<file path="src/hw/rtl/sipq_pkg.sv">
// ----------------------------------------------------------------------------
// sipq_pkg
// Shared types and constants for the sorted insert priority queue.
// ----------------------------------------------------------------------------
package sipq_pkg;

	localparam int DEPTH_DEF = 16;
	localparam int PRI_W     = 16;
	localparam int TAG_W     = 32;
	localparam int OCC_W     = 5;
	localparam int STAT_W    = 2;

	localparam int S_DATA_W  = 48;
	localparam int M_DATA_W  = 40;

	localparam logic REQ_INSERT = 1'b0;
	localparam logic REQ_POP    = 1'b1;

	typedef enum logic [STAT_W-1:0] {
		ST_OK    = 2'd0,
		ST_EMPTY = 2'd1,
		ST_FULL  = 2'd2
	} status_t;

	typedef struct packed {
		logic                    ins;
		logic                    pop;
		logic signed [PRI_W-1:0] pri;
		logic [TAG_W-1:0]        tag;
	} cell_ctl_t;

endpackage

</file>
<file path="src/hw/rtl/sipq_cell.sv">
// ----------------------------------------------------------------------------
// sipq_cell
// One slot of the sorted chain: holds an entry, compares it against the
// incoming priority and takes the new entry or a neighbor's entry.
// ----------------------------------------------------------------------------
module sipq_cell (
	input  logic                             clk,
	input  sipq_pkg::cell_ctl_t              ctl,
	input  logic                             occupied,
	input  logic                             left_le,
	input  logic signed [sipq_pkg::PRI_W-1:0] left_pri,
	input  logic [sipq_pkg::TAG_W-1:0]       left_tag,
	input  logic signed [sipq_pkg::PRI_W-1:0] right_pri,
	input  logic [sipq_pkg::TAG_W-1:0]       right_tag,
	output logic                             le,
	output logic signed [sipq_pkg::PRI_W-1:0] pri,
	output logic [sipq_pkg::TAG_W-1:0]       tag
);
	import sipq_pkg::*;

	logic signed [PRI_W-1:0] pri_q;
	logic [TAG_W-1:0]        tag_q;

	// entry stays in place when it sorts at or before the new one
	assign le  = occupied && (pri_q <= ctl.pri);
	assign pri = pri_q;
	assign tag = tag_q;

	always_ff @(posedge clk) begin
		if (ctl.ins && !le) begin
			if (left_le) begin
				pri_q <= ctl.pri;
				tag_q <= ctl.tag;
			end else begin
				pri_q <= left_pri;
				tag_q <= left_tag;
			end
		end else if (ctl.pop) begin
			pri_q <= right_pri;
			tag_q <= right_tag;
		end
	end

endmodule

</file>
<file path="src/hw/rtl/sorted_insert_priority_queue.sv">
// ----------------------------------------------------------------------------
// sorted_insert_priority_queue
// Bounded min-priority queue held as a sorted chain of slots; equal
// priorities leave in arrival order.
// ----------------------------------------------------------------------------
//  channel | dir | tdata (low bit up)                 | tuser
//  s_      | in  | item_tag[31:0], entry_priority_in  | req_type
//  m_      | out | popped_tag[31:0], occupancy[4:0]   | status[1:0]
//
// One word per cycle unless the output stalls: every slot compares and shifts
// in the cycle a request is taken, and the result is registered for the next cycle.
// The output register frees itself when taken, so s_tready = !m_tvalid | m_tready.
// Reset clears the entry count and the output valid; slot contents are not reset.
// ----------------------------------------------------------------------------
module sorted_insert_priority_queue #(
	parameter int DEPTH = sipq_pkg::DEPTH_DEF
) (
	input  logic                            clk,
	input  logic                            arst_n,
	input  logic                            s_tvalid,
	output logic                            s_tready,
	input  logic [sipq_pkg::S_DATA_W-1:0]   s_tdata,  // item_tag, entry_priority_in
	input  logic                            s_tuser,  // req_type
	output logic                            m_tvalid,
	input  logic                            m_tready,
	output logic [sipq_pkg::M_DATA_W-1:0]   m_tdata,  // popped_tag, occupancy, pad
	output logic [sipq_pkg::STAT_W-1:0]     m_tuser   // status
);
	import sipq_pkg::*;

	localparam int CNT_W = $clog2(DEPTH + 1);

	logic [CNT_W-1:0]        count_q;
	logic                    m_tvalid_q;
	logic [TAG_W-1:0]        popped_tag_q;
	status_t                 status_q;
	logic [OCC_W-1:0]        occupancy_q;

	logic                    accept;
	logic                    full;
	logic                    empty;
	logic                    is_pop;
	cell_ctl_t               ctl;
	logic [CNT_W-1:0]        count_nxt;
	status_t                 status_nxt;
	logic [CNT_W+OCC_W-1:0]  count_ext;

	logic                    le_w  [DEPTH];
	logic signed [PRI_W-1:0] pri_w [DEPTH];
	logic [TAG_W-1:0]        tag_w [DEPTH];

	assign s_tready = !m_tvalid_q || m_tready;
	assign accept   = s_tvalid && s_tready;
	assign full     = (count_q == CNT_W'(DEPTH));
	assign empty    = (count_q == '0);
	assign is_pop   = (s_tuser == REQ_POP);

	always_comb begin
		ctl.ins = accept && !is_pop && !full;
		ctl.pop = accept && is_pop && !empty;
		ctl.tag = s_tdata[TAG_W-1:0];
		ctl.pri = s_tdata[TAG_W+PRI_W-1:TAG_W];

		count_nxt  = count_q;
		status_nxt = ST_OK;
		if (ctl.ins) begin
			count_nxt = count_q + CNT_W'(1);
		end else if (ctl.pop) begin
			count_nxt = count_q - CNT_W'(1);
		end else if (is_pop) begin
			status_nxt = ST_EMPTY;
		end else begin
			status_nxt = ST_FULL;
		end
		count_ext = {{OCC_W{1'b0}}, count_nxt};
	end

	for (genvar i = 0; i < DEPTH; i++) begin : g_cell
		logic                    left_le;
		logic signed [PRI_W-1:0] left_pri;
		logic [TAG_W-1:0]        left_tag;
		logic signed [PRI_W-1:0] right_pri;
		logic [TAG_W-1:0]        right_tag;

		if (i == 0) begin : g_head
			assign left_le  = 1'b1;
			assign left_pri = ctl.pri;
			assign left_tag = ctl.tag;
		end else begin : g_body
			assign left_le  = le_w[i-1];
			assign left_pri = pri_w[i-1];
			assign left_tag = tag_w[i-1];
		end

		if (i == DEPTH - 1) begin : g_tail
			assign right_pri = pri_w[i];
			assign right_tag = tag_w[i];
		end else begin : g_mid
			assign right_pri = pri_w[i+1];
			assign right_tag = tag_w[i+1];
		end

		sipq_cell u_cell (
			.clk       (clk),
			.ctl       (ctl),
			.occupied  (CNT_W'(i) < count_q),
			.left_le   (left_le),
			.left_pri  (left_pri),
			.left_tag  (left_tag),
			.right_pri (right_pri),
			.right_tag (right_tag),
			.le        (le_w[i]),
			.pri       (pri_w[i]),
			.tag       (tag_w[i])
		);
	end

	always_ff @(posedge clk or negedge arst_n) begin
		if (!arst_n) begin
			count_q    <= '0;
			m_tvalid_q <= 1'b0;
		end else begin
			if (accept) begin
				count_q    <= count_nxt;
				m_tvalid_q <= 1'b1;
			end else if (m_tready) begin
				m_tvalid_q <= 1'b0;
			end
		end
	end

	always_ff @(posedge clk) begin
		if (accept) begin
			popped_tag_q <= ctl.pop ? tag_w[0] : '0;
			status_q     <= status_nxt;
			occupancy_q  <= count_ext[OCC_W-1:0];
		end
	end

	assign m_tvalid = m_tvalid_q;
	assign m_tdata  = {{(M_DATA_W-TAG_W-OCC_W){1'b0}}, occupancy_q, popped_tag_q};
	assign m_tuser  = status_q;

endmodule

</file>
<file path="config.mk">
export PLATFORM = sky130hd
export DESIGN_NAME = sorted_insert_priority_queue
export DESIGN_NICKNAME = d
export VERILOG_FILES = /design/src/hw/rtl/sipq_pkg.sv /design/src/hw/rtl/sipq_cell.sv /design/src/hw/rtl/sorted_insert_priority_queue.sv
export SDC_FILE = /design/constraint.sdc
export NUM_CORES = 2
export LEC_CHECK = 0
export ABC_AREA = 1
export BUFFER_PORTS_ARGS = -buffer_cell sky130_fd_sc_hd__buf_2
export CAP_MARGIN = 10
export CORE_ASPECT_RATIO = 0.7
export CORE_UTILIZATION = 38
export DETAILED_ROUTE_END_ITERATION = 16
export MAX_ROUTING_LAYER = met4
export RECOVER_POWER = 50
export SETUP_SLACK_MARGIN = 0.3
export SLEW_MARGIN = 20
export SYNTH_ARGS = -nofsm -noshare
export SYNTH_HDL_FRONTEND = slang
export SYNTH_SLANG_ARGS = --single-unit
</file>
<file path="constraint.sdc">
create_clock -name clk -period 5.45 [get_ports clk]
set_input_delay 1.09 -clock clk [delete_from_list [all_inputs] [get_ports clk]]
set_output_delay 1.09 -clock clk [all_outputs]
set_load 0.005 [all_outputs]
</file>
==> impl_results.md <==
- R2R cell count: 10
- FF+latch area: 24,400 sq um
- CTS tree: built
- CTS Hold Bufs: 0
- M2 GR Usage: 41.5%
- Post-synth EDFFs: 807
- H-tree lvl count: 3
- Num CTS Buffers: 92
- Most frequent cells in the layout: nand2_1 (3,679), edfxtp_1 (807), nand3_1 (783), ha_1 (259), inv_1 (253)
- Final Wtd Congestion: 0.958
- Vias in the first global route: 44,000
- M3 GR Usage: 8.54%
- Initial antenna violation count: 2
- Mean Syn Cell Area: 7.59 sq um
- Die width: 438 microns
- Critical path arrival: 5.41 ns
- Setup total negative slack: 0 ns
- Max-capacitance violation count: 10
- Peak VDD IR: 0.000392 V
- Placed Area: 52,800 sq um
- Slew HR: -111%
- Cell area after layout: 55,400 sq um
- Worst path depth: 15
- Cells after DPL: 8,226
- Final setup violation count: 0
- Period utilisation layout: 91.5%
- CP Class: in2reg
- Most common cell after layout, fill and taps aside: nand2_1
- Finished Core Util: 42.1%
- Sequential area share after synthesis: 48.2%
- Vias/cell: 5.65
- Post-Route Skew: 0.0395 ns
- Crit-path leading delay family: buffers and inverters
- Critical-path cell list: buf_2, inv_1, clkbuf_1, ha_1, nand4_1, nor3_1, nand2_1, nand2_1, nand2_1, nand3_2, nand2_2, nand2_2, clkinv_2, nand2_1, nand2_1
- Buf/Inv on CP: 4
- P per Cell Area: 513 nW/um^2
- Clock root buffer: clkbuf_16
- RSZ-0062 raised after global routing: false
- First-pass DRT Iterations: 8
- Area occupied by multi-input gates: 23,300 sq um
- GRT met1 Usage: 45.1%
- First-pass GRT wire length: 300 mm
- Worst-margin pin slew: 3.16 ns
- Status: complete, but fails checks
- CP max-delay cell: clkinv_2
- Gr busiest metal: met1
- Die Ht: 307 microns
- Final net count: 6,881
- FP Rows: 111
- Clk pin slew, worst setup/hold paths: 0.06 ns
- Area growth from synthesis to layout: 9.48%
- Post-DP HPWL: 133 mm
- Largest net degree at the start of global routing: 97
- Sink Count: 813
- # port buffers: 93
- Synthesized flop and latch total: 813
- Layout cells sized above 1: 5.84%
- Drt drc: 0
- Leak Pwr: 26.8 nW
- Highest clock rate: 201 MHz
- Hold Path Class: in2async
- Min Tclk post-route: 4.99 ns
- Fin. Hold Viols: 0
- Failing checks: capacitance limit, slew limit
- Worst-Skew Late Latency: 0.71 ns
- Yosys synthesis warning count: 0
- Asr flop ratio synth: 0.738%
- Prevailing post-synth register cell: edfxtp_1
- R2r setup slk: 0.62 ns
- CP Launch Type: primary input
- Max clock buf depth: 3
- Crit-path most repeated cell: nand2_1
- Fin cells: 8,400
- Post-DR wirelength/cell: 24.4 microns
- Initial DRC Count: 6,880
- Setup crit end kind: flop
- Cell Area, Synth: 50,600 sq um
- Syn Inst Count: 6,665
- Core box area: 132,000 sq um
- Num ports: 97
- Fillers: 13,300
- Worst-path fanout max: 48
- Post-CTS setup buffers: 0
- Cts repair resizes: 0
- Slew Limit Fails: 373
- Worst path max stage delay: 0.87 ns
- WL final: 205 mm
- Total gr overflow: 0
- Total GRT Usage: 30.8%
- ANT nets after route: 0
- Worst Path Required: 5.87 ns
- Yosys cell types: 37
- Die ar.: 135,000 sq um
- Via count: 47,500
- Starting Density: 38.5%
[layout make-up]
class                   count  share of cell area [%]
well taps                1751                    3.96
repair buffers            238                    2.96
flip-flops and latches    813                    44.0
multi-input cells        5153                    42.1
diodes                      3                  0.0136
inverters                 271                    1.85
clock buffers             111                    4.32
clock inverters            60                   0.773
[path summary, 6_finish.rpt]
check / startpoint / end
setup / recovery: s_tdata[43] / g_cell[10].u_cell.pri[15]
hold / removal: arst_n / m_tvalid
setup reg to reg: count_q[0] / g_cell[5].u_cell.pri[0]
hold reg to reg: g_cell[15].u_cell.tag[1] / g_cell[14].u_cell.tag[1]
max in group asynchronous: arst_n / count_q[1]
min in group clk: g_cell[15].u_cell.tag[1] / g_cell[14].u_cell.tag[1]
[cells by family after synthesis]
logic type | synth area share [%]
AOI/OAI and AO/OA | 2.57
xor gates and xnor gates | 0.104
adders and majority gates | 6.41
buffers and inverters | 6.11
DFF | 48.2
other | 0.00741
and+or+nand+nor | 36.6
[report_power, final]
part	switching [mW]	internal, mW	leakage (nW)
Combinational	9.48	3.09	17.7
Clock	2.82	3.29	1.38
Sequential	0.923	8.81	7.75
[flip-flops by register name, indices dropped and copies added (netlist names)]
| name | flops |
|---|---|
| count_q | 5 |
| g_cell.u_cell.pri | 256 |
| g_cell.u_cell.tag | 512 |
| m_tuser | 2 |
| m_tvalid | 1 |
| occupancy_q | 5 |
| popped_tag_q | 32 |
[routing by layer]
metal	wire [microns]	vias to the layer above
li1	-	21400
met1	88800	22300
met2	80900	3373
met3	30200	304
met4	4780	0
met5	0	-
[synth_stat cells, types with 3 or more instances]
library cell	number	share of area (%)
a21o_1	13	0.19
nor2_1	111	0.82
buf_2	147	1.5
nand2_1	3702	27
buf_1	8	0.059
edfxtp_1	807	48
nand3_1	786	7.8
buf_4	58	0.86
nand3_2	3	0.059
inv_1	252	1.9
clkbuf_1	210	1.6
nor3_1	9	0.089
o21ai_0	120	1.2
inv_2	18	0.13
buf_6	7	0.16
dfrtp_1	6	0.30
nand4_1	18	0.22
o21ai_1	4	0.040
xor2_1	6	0.10
ha_1	259	6.4
a21oi_1	101	1.0
nand2_2	5	0.062
[through the flow]
stage                     setup slack [ns]  hold WS [ns]  power, mW
after floorplan                      0.789         0.494       17.2
after global placement               0.440         0.497       21.8
after detailed placement             0.386         0.502       21.9
after CTS                             1.13         0.189       27.9
after global routing                 0.344         0.293       29.7
final                                0.465         0.276       28.4
No activity file was read; power rests on OpenSTA's default activity.
